`src/rtl/core/shortcut_3x1_stopping_time_memo_macros.svh`:
```
// Assertion helpers shared by the core; clk and rst_n are taken from the using scope.
`ifndef SHORTCUT_3X1_STOPPING_TIME_MEMO_MACROS_SVH
`define SHORTCUT_3X1_STOPPING_TIME_MEMO_MACROS_SVH

// Same-cycle implication.
`define SCST_ASSERT_SAME(label, ante, cons, msg) \
    label: assert property (@(posedge clk) disable iff (!rst_n) (ante) |-> (cons)) \
        else $error(msg);

// Next-cycle implication.
`define SCST_ASSERT_NEXT(label, ante, cons, msg) \
    label: assert property (@(posedge clk) disable iff (!rst_n) (ante) |=> (cons)) \
        else $error(msg);

`endif

```
`src/rtl/core/scst_pkg.sv`:
```
package scst_pkg;

    localparam int LIMIT_W = 20;
    localparam int START_W = 32;
    localparam int COUNT_W = 16;
    localparam int SUM_W   = COUNT_W + 1;

    localparam logic [LIMIT_W-1:0] LIMIT_RESET = 20'hFFFFF;
    localparam logic [COUNT_W-1:0] MARK_OVER   = 16'hFFFF;
    localparam logic [COUNT_W-1:0] COUNT_MAX   = 16'hFFFE;

    typedef enum logic [4:0] {
        S_IDLE = 5'b00001,
        S_WALK = 5'b00010,
        S_HIT  = 5'b00100,
        S_FILL = 5'b01000,
        S_DONE = 5'b10000
    } scst_state_t;

    typedef struct packed {
        logic load;
        logic step;
    } scst_traj_cmd_t;

    typedef struct packed {
        logic upper_zero;
        logic is_one;
        logic odd;
        logic wide_fail;
    } scst_traj_stat_t;

    typedef struct packed {
        logic clear;
        logic push;
        logic pop;
    } scst_path_cmd_t;

endpackage

```
`src/rtl/core/scst_traj.sv`:
```
module scst_traj #(
    parameter int VB = 128,
    parameter int AW = 20
) (
    input  logic                         clk,
    input  logic                         rst_n,
    input  scst_pkg::scst_traj_cmd_t     cmd,
    input  logic [scst_pkg::START_W-1:0] start_value,
    output logic [AW-1:0]                lo,
    output scst_pkg::scst_traj_stat_t    stat
);
    import scst_pkg::*;

    logic [VB-1:0] traj_reg;
    logic [VB-1:0] traj_next;
    logic [VB-1:0] half;
    logic [VB:0]   odd_sum;

    // (3v+1)/2 for odd v is v + (v >> 1) + 1
    assign half    = traj_reg >> 1;
    assign odd_sum = {1'b0, traj_reg} + {1'b0, half} + (VB + 1)'(1);

    assign lo              = traj_reg[AW-1:0];
    assign stat.upper_zero = (traj_reg[VB-1:AW] == '0);
    assign stat.is_one     = (traj_reg == VB'(1));
    assign stat.odd        = traj_reg[0];
    assign stat.wide_fail  = odd_sum[VB];

    always_comb
    begin
        traj_next = traj_reg;
        if (cmd.load)
        begin
            traj_next = VB'(start_value);
        end
        else if (cmd.step)
        begin
            traj_next = traj_reg[0] ? odd_sum[VB-1:0] : half;
        end
    end

    always_ff @(posedge clk or negedge rst_n)
    begin
        if (!rst_n)
        begin
            traj_reg <= '0;
        end
        else
        begin
            traj_reg <= traj_next;
        end
    end

endmodule

```
`config.mk`:
```
export PLATFORM = sky130hd
export DESIGN_NAME = scst_traj
export DESIGN_NICKNAME = d
export VERILOG_FILES = /design/src/rtl/core/shortcut_3x1_stopping_time_memo_macros.svh /design/src/rtl/core/scst_pkg.sv /design/src/rtl/core/scst_traj.sv
export SDC_FILE = /design/constraint.sdc
export NUM_CORES = 1
export LEC_CHECK = 0
export BUFFER_PORTS_ARGS = -buffer_cell sky130_fd_sc_hd__clkbuf_2
export CAP_MARGIN = 20
export CORE_MARGIN = 2
export CORE_UTILIZATION = 50
export DETAILED_ROUTE_END_ITERATION = 12
export GPL_TIMING_DRIVEN = 0
export PLACE_DENSITY = 0.67
export SLEW_MARGIN = 15
export SYNTH_ARGS = -nofsm -noshare
export SYNTH_HDL_FRONTEND = slang
export SYNTH_SLANG_ARGS = --single-unit
```
`constraint.sdc`:
```
create_clock -name clk -period 4.9 [get_ports clk]
set_input_delay 0.98 -clock clk [delete_from_list [all_inputs] [get_ports clk]]
set_output_delay 0.98 -clock clk [all_outputs]
set_load 0.01 [all_outputs]
```
# Word-level counts from Yosys, hierarchy flattened

Index checks and enable logic that the tools add are counted.

Reduce and logical (&&, ||, !) cells: 2
Multiplexer cells: 3
Add/subtract/negate cells: 2
Equality and inequality tests: 1

Operators with widths:

| kind                    | number |
|---|---|
| $mux 128                | 3 |
| $add 128x127->129       | 1 |
| $add 129x1->129 const B | 1 |
| $eq 128x1->1 const B    | 1 |
| $logic_not 108->1       | 1 |
| $reduce_bool 2->1       | 1 |

Word-level logic and storage cells: 9
Flip-flop bits (word level): 128
Output and inout bits: 24
Input bits: 36

# Longest topological paths before layout

Gate-level depths: netlist of run 1.

Depth in word-level cells: 5
Depth in mapped cells: 19
Depth with buffers taken out: 15

# Least setup slack after synthesis of run 1

OpenSTA, ideal clock, no wires.

Path type: reg-to-output
Start point: register traj_reg[0]
End point: output port stat[0] in the netlist's numbering
Path buffers: 4
Path slack: 0.064 ns
Arrival: 3.856 ns
Data required time: 3.920 ns
Cell stages (with the launch flop): 19
Cell sequence: dfrtp_1 > buf_2 > clkbuf_1 > buf_1 > clkbuf_1 > or2_2 > fa_1 > a21oi_1 > o211ai_1 > a21boi_1 > o31ai_1 > a31oi_1 > o21ai_1 > a21oi_1 > o21ai_1 > nand4_1 > nand4b_1 > a21o_1 > a21o_1

RTL lines:

| item                     | line            | text |
|---|---|---|
| start: declaration       | scst_traj.sv:14 | `logic [VB-1:0] traj_reg;` |
| start signal: assignment | scst_traj.sv:50 | `traj_reg <= traj_next;` |
| end: declaration         | scst_traj.sv:10 | `output scst_pkg::scst_traj_stat_t stat` |

==> metrics.yaml, run 1 <==
power:
  pwr-share-clk_pct: 31.1
  p_total_mw: 4.45
  p_leak_nw: 7.71
  peakVddDrop_uv: 256
  p_switching_mw: 1.80
  internal_power_mw: 2.65
  netSwitchingFraction_pct: 40.5
  combPwrFrac_pct: 40.6
  power_density_nw_per_um2: 252
  p_seq_share_pct: 28.3
timing:
  slew_headroom_pct: 27.9
  setup_violations: 0
  whs_ns: 0.504
  fin_skew_ns: 0.0172
  setup_tns_ns: 0
  min_period_over_period_pct: 98.6
  fin_crit_ns: 4.83
  fin_ws_ns: 0.0678
  clock.fmax_mhz: 207
  hold_viol: 0
  slew_viol_final: 0
  worst_slew_pin_slew_ns: 1.07
  rsz0062_at_grt: "yes"
final_layout:
  syn2layout_area_growth_pct: 12.9
  layout_commonest_cell: "a21oi_1"
  layout.nets: 2396
  layout_common_cells: "a21oi_1 (233), o21ai_0 (188), ha_1 (169), nand2_1 (164), inv_1 (154)"
  seqCellArea_um2: 3230
  antennaDiodeCount: 0
  multiInputGateArea_um2: 11500
  drive_above_1_share_pct: 13.1
  largest_reg_flops: 128
  fill_cells: 2929
setup_path:
  crit_chain: "buf_4 > ha_1 > a21oi_1 > o211ai_1 > a21boi_1 > a31oi_2 > a31oi_4 > o21ai_4 > a21oi_4 > o21ai_2 > nand4_1 > nand4b_1 > a21o_1 > a21o_1 > buf_2"
  critical-path-max-stage-delay_ns: 0.40
  path_buf_inv: 2
  cp_top_family: "compound AO/OA/AOI/OAI gates"
  reg2reg_slack_ns: 0.23
  r2r_start: "traj_reg[1]"
  endpoint_kind: "output port"
  crit_fanout: 5
  worstPathArrival_ns: 3.85
  r2r_end: "traj_reg[122]"
  worstPathRequired_ns: 3.92
  crit_top_cell: "a21o_1"
  crit_type: "flip-flop to output port"
  worstRegToRegCells: 16
  crit_slowest_cell: "dfrtp_1"
  critPathLaunchType: "flip-flop"
logic_synthesis:
  ys.flop_type: "dfrtp_1"
  ys_seq_elements: 128
  yosysWarningCount: 0
  ys_async_sr_fraction_pct: 100
  syn_area_per_cell_um2: 7.57
  synth.distinct_cells: 88
  syn-num-nets: 2294
  synthCells: 2066
  synthesis.area_um2: 15600
  synth-edff-count: 0
  yosysSeqAreaShare_pct: 20.5
floorplanning:
  die_h_um: 181
  rows: 64
  core_area_um2: 30700
  pin_count: 60
  die_x_um: 181
  die-area_um2: 32700
  initial_utilization_pct: 51.0
drt:
  routedWlPerCell_um: 20.8
  dr.pass1.iters: 5
  drc: 0
  detail-route-antenna-nets: 0
  drt-initial-drc-count: 1320
  routed_wl_mm: 53.6
  vias: 15900
  via_per_inst: 6.17
global_routing:
  grt_start_max_net_pins: 71
  grt_antenna_before_repair: 1
  gr-usage-all-layers_pct: 32.2
  grt_pass1_vias: 14900
  grt_overflow: 0
  grt_first_pass_wirelength_mm: 83.5
placed_design:
  gp_congestion: 0.983
  portBuffers: 59
  hpwlAfterDp_mm: 41.3
  place_ws_ns: -2.18
worst_hold_path:
  hold_path.class: "primary input to async pin"
cts:
  clk_latency_ns: 0.46
  clockBufferDepth: 2
  clkSinkCount: 128
  cts_tree: "yes"
  cts.clk_slew.worst_paths_ns: 0.06
  htreeDepth: 4
  root_buffer: "clkbuf_16"
  numCtsBuffers: 17
outcome:
  status: "completed"
job:
  cap_violations: 0
==> cells in the mapped netlist, drive strengths merged, types with 4 or more instances <==
library cell  number  area share [%]
inv              159             3.8
xnor2             79             4.4
or3               13            0.52
and3               8            0.32
a21boi            10            0.58
mux2i             49             3.1
o21ai            205             6.6
a31oi             11            0.48
a221oi             8            0.49
and4               6            0.35
o211ai            14            0.70
a211oi            51             2.6
clkbuf            81             1.9
nand3             30            0.99
buf               61             2.4
nand2b            13            0.52
o31ai             15            0.75
nor3b              4            0.29
or2                5            0.20
a22oi             50             2.4
o21bai            38             1.8
nor3              19            0.64
nand2            166             4.0
or4                6            0.31
and2              11            0.44
nor4              13            0.52
xor2              43             2.4
a221o              6            0.38
nor2b             11            0.44
a21oi            241             7.9
a21o              54             2.6
ha               191              15
o221ai             5            0.32
o21a               9            0.43
a2111oi            5            0.33
dfrtp            128              20
nand4             73             3.0
o22ai              4            0.16
nor2             146             3.5
==> cell type report <==
| type | count | share of cell area, % |
|---|---|---|
| sequential | 128 | 18.3 |
| multi-input combinational | 1637 | 65.0 |
| timing repair buffer | 99 | 3.54 |
| inverter | 159 | 3.38 |
| clock buffer | 18 | 2.43 |
| buffer | 126 | 3.59 |
| tap | 396 | 2.81 |
| clock inverter | 14 | 1.02 |
==> logic make-up (layout without fill, tap and decap cells) <==
logic type,Yosys count,count (layout),synth area share [%]
muxes,49,49,3.14
buffers and inverters,301,416,8.11
adders and majority gates,192,192,15.4
DFF,128,128,20.5
and+or+nand+nor,530,530,16.3
xor gates and xnor gates,122,122,6.83
AOI/OAI and AO/OA,744,744,29.7
==> worst max path at each step <==
stage	end	slack [ns]	from	depth (start not counted)
after detailed placement	stat[0]	-2.18	traj_reg[0]	19
final	stat[0]	0.07	traj_reg[18]	15
after global routing	stat[0]	-0.08	traj_reg[19]	16
after CTS	stat[0]	-0.04	traj_reg[0]	18
after global placement	stat[0]	-2.22	traj_reg[0]	19
after floorplan	stat[0]	0.06	traj_reg[0]	18
==> per-stage QoR <==
stage	cell area, µm²	instances	util [%]
finish	17700	2577	57.6
global route	17700	2577	57.6
floorplan	15600	2066	-
CTS	17300	2560	56.3
global placement	16400	2521	53.6
detailed placement	16500	2522	53.7
==> timing repair <==
item | in CTS | in global routing
pin swaps | 12 | 23
hold buffers | 0 | 0
buffers inserted | 11 | 28
endpoints found under the setup margin | 53 | 3
resized for setup | 30 | 76
==> per-layer routing <==
layer	track usage [%]	vias to the layer above	part of all wire (%)
met1	44.8	7563	45
met3	7.20	107	8.1
met2	48.4	597	43
met4	12.5	2	3.8
met5	0	-	0.019
li1	-	7636	-
==> power by group through the flow <==
stage                     Clock (mW)  Combinational, mW  Sequential (mW)
after floorplan                    0               1.22             1.23
after global placement             0               1.64             1.27
after detailed placement           0               1.66             1.27
after CTS                       1.40               1.72             1.25
after global routing            1.44               1.98             1.27
final                           1.39               1.81             1.26
Power figures use the tool's default switching activity.
==> run 2: changes to the inputs <==
==> constraint.sdc (replaced) <==
create_clock -name clk -period 4.9 [get_ports clk]
set_input_delay 0.98 -clock clk [delete_from_list [all_inputs] [get_ports clk]]
set_output_delay 0.98 -clock clk [all_outputs]
set_load 0.005 [all_outputs]
==> metrics.yaml, run 2 (synthesis results as in run 1) <==
setup_path:
  cp_top_family: "compound AO/OA/AOI/OAI gates"
  worstPathArrival_ns: 3.82  # -0.03 ns
  critPathLaunchType: "flip-flop"
  path_buf_inv: 2  # unchanged
  crit_fanout: 5  # unchanged
  crit_type: "flip-flop to output port"
  crit_slowest_cell: "dfrtp_1"
  critical-path-max-stage-delay_ns: 0.40  # about the same
  crit_chain: "buf_4 > ha_1 > a21oi_1 > o211ai_1 > a21boi_1 > a31oi_2 > a31oi_4 > o21ai_4 > a21oi_4 > o21ai_2 > nand4_1 > nand4b_1 > a21o_1 > a21o_1 > buf_2"
  endpoint_kind: "output port"
  worstPathRequired_ns: 3.92  # about the same
  crit_top_cell: "a21o_1"
floorplanning:
  pin_count: 60  # unchanged
  rows: 64  # unchanged
  die_h_um: 181  # unchanged
  die-area_um2: 32700  # unchanged
  core_area_um2: 30700  # unchanged
  initial_utilization_pct: 51.0  # unchanged
  die_x_um: 181  # unchanged
power:
  p_total_mw: 4.44  # -0.29%
  peakVddDrop_uv: 255  # -0.31%
  power_density_nw_per_um2: 252  # -0.27%
  p_leak_nw: 7.71  # about the same
worst_hold_path:
  hold_path.class: "primary input to async pin"
cts:
  holdBufCountCts: 0  # unchanged
  cts_tree: "yes"
  cts.clk_slew.worst_paths_ns: 0.06  # about the same
  root_buffer: "clkbuf_16"
  numCtsBuffers: 17  # unchanged
  clockBufferDepth: 2  # unchanged
  htreeDepth: 4  # unchanged
  clkSinkCount: 128  # unchanged
  clk_latency_ns: 0.46  # about the same
placed_design:
  hpwlAfterDp_mm: 41.3  # unchanged
  gp_congestion: 0.983  # unchanged
  portBuffers: 59  # unchanged
  placed_area_um2: 16500  # unchanged
global_routing:
  gr-usage-all-layers_pct: 32.2  # unchanged
  grt_first_pass_wirelength_mm: 83.5  # unchanged
  grt_start_max_net_pins: 71  # unchanged
  grt_antenna_before_repair: 1  # unchanged
  grt_pass1_vias: 14900  # unchanged
  grt_overflow: 0  # unchanged
final_layout:
  antennaDiodeCount: 0  # unchanged
  syn2layout_area_growth_pct: 12.8  # about the same
  layout_common_cells: "a21oi_1 (232), o21ai_0 (188), ha_1 (169), nand2_1 (164), inv_1 (154)"
  layout_commonest_cell: "a21oi_1"
  final_area_um2: 17600  # about the same
  drive_above_1_share_pct: 13.1  # about the same
  layout.nets: 2395  # -0.042%
  largest_reg_flops: 128  # unchanged
timing:
  clock.fmax_mhz: 208  # +0.62%
  fin_crit_ns: 4.80  # -0.0300 ns
  slew_headroom_pct: 27.3  # -0.56 points
  worst_slew_pin_slew_ns: 1.08  # +0.00830 ns
  slew_viol_final: 0  # unchanged
  fin_skew_ns: 0.0144  # -0.00278 ns
  whs_ns: 0.505  # +0.000227 ns
  setup_violations: 0  # unchanged
  hold_viol: 0  # unchanged
  min_period_over_period_pct: 98.0  # -0.61 points
drt:
  vias: 15800  # -0.57%
  drc: 0  # unchanged
  detail-route-antenna-nets: 0  # unchanged
  drt-initial-drc-count: 1337  # +1.3%
  dr.pass1.iters: 6  # +1
  routedWlPerCell_um: 20.8  # about the same
  routed_wl_mm: 53.6  # about the same
  via_per_inst: 6.14  # -0.53%
outcome:
  status: "completed"
job:
  cap_violations: 0  # unchanged
## run 2: cell types whose count changed in the layout (fill, tap and decap cells not counted), sizes merged
cell / change
buf: -1
## run 2: worst paths after layout
kind / start / endpoint / slack (ns) / cells past startpoint
min reg2reg: traj_reg[115] / traj_reg[114] / 0.59 / 2
max reg2reg: traj_reg[1] / traj_reg[122] / 0.21 / 16
min: rst_n / traj_reg[53] / 0.50 / 1
max in group asynchronous: rst_n / traj_reg[85] / 3.60 / 2
min in group clk: traj_reg[115] / traj_reg[114] / 0.59 / 2
max: traj_reg[18] / stat[0] / 0.1 / 15
## run 2: area by class of cell
| class | instances | area [µm²] |
|---|---|---|
| clock buffers | 18 | 429 |
| plain buffers | 126 | 633 |
| inverters | 159 | 597 |
| multi-input cells | 1637 | 11500 |
| flip-flops and latches | 128 | 3230 |
| repair buffers | 98 | 617 |
| well taps | 396 | 495 |
| clock inverters | 14 | 180 |
| fillers | 2922 | 13000 |
## run 2: what timing repair did
item	in CTS	in global routing
buffers inserted	11	27
setup endpoints to repair	53	3
gates resized for setup	30	77
endpoints found under the hold margin	0	0
pin swaps	12	23
## run 2: worst reg2reg max path, delay by kind of cell, from the launching register on
kind | cells | cell delay (ns)
AND/OR/NAND/NOR | 3 | 0.87
adder cells (fa/ha/maj) | 1 | 0.36
AO/OA/AOI/OAI | 10 | 2.45
buffers and inverters | 1 | 0.19
XOR/XNOR | 1 | 0.18
flip-flops | 1 | 0.50
## run 2: per-layer routing
metal / global-route usage [%] / part of all wire [%] / up-vias
met2: 48.4 / 43 / 545
li1: - / - / 7622
met5: 0 / 0.019 / -
met1: 44.8 / 46 / 7547
met4: 12.5 / 3.7 / 2
met3: 7.20 / 7.6 / 99
## run 2: per-stage QoR
stage          setup WS, ns  cells  setup TNS [ns]  utilization (%)
2_1_floorplan        0.0873   2066               0                -
3_3_place_gp          -2.20   2521          -38.29             53.6
3_5_place_dp          -2.16   2522          -38.62             53.7
4_1_cts             -0.0228   2560         -0.0228             56.3
5_1_grt             -0.0645   2576         -0.0645             57.5
6_report             0.0978   2576               0             57.5
## run 2: report_power, final
part | internal (mW) | switching (mW) | leakage, nW
sequential | 1.13 | 0.124 | 1.66
clock | 0.808 | 0.577 | 0.292
combinational | 0.706 | 1.09 | 5.75
==> run 3: changes to the inputs <==
--- a/config.mk
+++ b/config.mk
@@ -12,6 +12,7 @@
 export DETAILED_ROUTE_END_ITERATION = 12
 export GPL_TIMING_DRIVEN = 0
 export PLACE_DENSITY = 0.67
+export SETUP_SLACK_MARGIN = 0.5
 export SLEW_MARGIN = 15
 export SYNTH_ARGS = -nofsm -noshare
 export SYNTH_HDL_FRONTEND = slang
==> metrics.yaml, run 3 (synthesis results as in run 1) <==
floorplanning:
  die_x_um: 181  # unchanged
  pin_count: 60  # unchanged
  initial_utilization_pct: 51.0  # unchanged
  rows: 64  # unchanged
  die-area_um2: 32700  # unchanged
  core_area_um2: 30700  # unchanged
  die_h_um: 181  # unchanged
setup_path:
  critical-path-max-stage-delay_ns: 0.39  # about the same
  crit_type: "flip-flop to output port"
  worstPathArrival_ns: 4.04  # +0.22 ns
  critPathLaunchType: "flip-flop"
  endpoint_kind: "output port"
  crit_slowest_cell: "dfrtp_1"
  worstPathRequired_ns: 3.92  # about the same
  crit_fanout: 2  # -3
  path_buf_inv: 5  # +3
  crit_start: "traj_reg[0]"
  crit_chain: "buf_6 > clkbuf_16 > buf_12 > clkbuf_16 > or2_4 > fa_2 > a21oi_2 > o211ai_1 > a21boi_2 > o31ai_4 > a31oi_4 > o21ai_4 > a21oi_4 > o21ai_2 > nand4_1 > nand4b_1 > a21o_1 > a21o_1 > clkbuf_2"
  r2r_start: "traj_reg[0]"
  cp_top_family: "compound AO/OA/AOI/OAI gates"
cts:
  htreeDepth: 4  # unchanged
  root_buffer: "clkbuf_16"
  cts_tree: "yes"
  holdBufCountCts: 0  # unchanged
  numCtsBuffers: 17  # unchanged
  clk_latency_ns: 0.47  # about the same
  clockBufferDepth: 2  # unchanged
  clkSinkCount: 128  # unchanged
  cts.clk_slew.worst_paths_ns: 0.08  # +0.02 ns
drt:
  vias: 15900  # +0.45%
  dr.pass1.iters: 5  # -1
  drt-initial-drc-count: 1501  # +12%
  routedWlPerCell_um: 20.7  # -0.42%
  routed_wl_mm: 53.4  # -0.34%
  via_per_inst: 6.16  # +0.37%
  drc: 0  # unchanged
  detail-route-antenna-nets: 0  # unchanged
global_routing:
  grt_start_max_net_pins: 87  # +23%
  grt_first_pass_wirelength_mm: 83.9  # +0.48%
  grt_overflow: 0  # unchanged
  grt_antenna_before_repair: 0  # -1
  grt_pass1_vias: 15100  # +1.2%
  gr-usage-all-layers_pct: 32.1  # -0.091 points
timing:
  fin_ws_ns: -0.115  # -0.213 ns
  worst_slew_pin_slew_ns: 1.08  # +0.000223 ns
  fin_crit_ns: 5.02  # +0.213 ns
  setup_violations: 1  # +1
  min_period_over_period_pct: 102  # +4.3 points
  slew_viol_final: 0  # unchanged
  hold_viol: 0  # unchanged
  slew_headroom_pct: 27.3  # about the same
  clock.fmax_mhz: 199  # -4.2%
  fin_skew_ns: 0.0191  # +0.00468 ns
  setup_tns_ns: -0.115  # -0.115 ns
  rsz0062_at_grt: "yes"
power:
  p_leak_nw: 7.81  # +1.3%
  p_total_mw: 4.33  # -2.5%
  peakVddDrop_uv: 273  # +6.9%
  power_density_nw_per_um2: 246  # -2.2%
final_layout:
  fin_util_pct: 57.4  # -0.16 points
  largest_reg_flops: 128  # unchanged
  layout_common_cells: "a21oi_1 (229), ha_1 (189), o21ai_0 (188), nand2_1 (165), inv_1 (159)"
  layout.nets: 2397  # +0.084%
  final_area_um2: 17600  # -0.28%
  antennaDiodeCount: 0  # unchanged
  drive_above_1_share_pct: 11.8  # -1.3 points
  fill_cells: 2994  # +2.5%
  syn2layout_area_growth_pct: 12.5
  layout_commonest_cell: "a21oi_1"
placed_design:
  portBuffers: 59  # unchanged
  hpwlAfterDp_mm: 41.3  # +0.14%
  gp_congestion: 1.01  # +2.7%
  placed_area_um2: 16500  # +0.41%
outcome:
  status: "finished with violations"
  violations: "setup timing"
job:
  cap_violations: 0  # unchanged
worst_hold_path:
  hold_path.class: "primary input to async pin"
## run 3: cell types whose count changed in the layout (fill, tap and decap cells not counted), moves of 7 or more
cell	change
clkbuf_2	+7
dfrtp_2	-15
ha_1	+20
buf_4	-15
ha_4	-12
ha_2	-8
dfrtp_1	+15
## run 3: layer usage
layer | routed length (µm) | vias up | GRT usage, %
li1 | - | 7648 | -
met1 | 24200 | 7585 | 44.9
met2 | 24300 | 585 | 51.0
met3 | 3810 | 68 | 5.62
met4 | 1070 | 0 | 8.48
met5 | 0 | - | 0
## run 3: power breakdown
part           internal (mW)  switching (mW)
clock                  0.700           0.577
sequential              1.13           0.124
combinational          0.692            1.10
total                   2.52            1.81
## run 3: timing repair
| action | 4_1_cts | 5_1_grt |
|---|---|---|
| buffers inserted | 14 | 10 |
| pin swaps | 17 | 20 |
| resized for setup | 26 | 45 |
| setup endpoints to repair | 33 | 15 |
## run 3: worst register-to-register path, cell delays in order, from the launching register on
cell and delay, ns:
dfrtp_1 0.39, buf_6 0.12, clkbuf_16 0.13, buf_12 0.11
clkbuf_16 0.13, or2_4 0.22, fa_2 0.36, a21oi_2 0.19
o211ai_1 0.16, buf_4 0.18, buf_6 0.12, a21oi_4 0.18
a21boi_4 0.10, or3_4 0.38, a211oi_4 0.21, buf_6 0.15
nor3b_4 0.06, o22ai_2 0.17, o31a_1 0.19, o21bai_2 0.11
a311oi_2 0.34, xor2_1 0.18, o21ai_1 0.07
## run 3: layout make-up
class | count | area [µm²] | share of cell area, %
Multi-Input combinational cell | 1637 | 11500 | 65.2
Sequential cell | 128 | 3210 | 18.2
Buffer | 142 | 744 | 4.23
Inverter | 159 | 597 | 3.39
Timing Repair Buffer | 84 | 519 | 2.95
Tap cell | 396 | 495 | 2.82
Clock buffer | 17 | 425 | 2.42
Clock inverter | 15 | 138 | 0.782
## run 3: worst paths after layout
kind	end	slack [ns]	cells past startpoint
min in group clk	traj_reg[79]	0.58	2
worst min register to register	traj_reg[79]	0.58	2
max in group asynchronous	traj_reg[6]	3.64	2
worst min-delay path	traj_reg[55]	0.44	1
worst max-delay path	stat[0]	-0.12	19
worst max register to register	traj_reg[122]	0.49	22
## run 3: per-stage QoR
stage / hold slack (ns) / worst slack [ns] / instances
after floorplan: 0.513 / 0.526 / 2066
after global placement: 0.570 / -0.541 / 2521
after detailed placement: 0.575 / -0.539 / 2522
after CTS: 0.455 / -0.0685 / 2568
after global routing: 0.465 / -0.266 / 2578
final: 0.442 / -0.115 / 2578
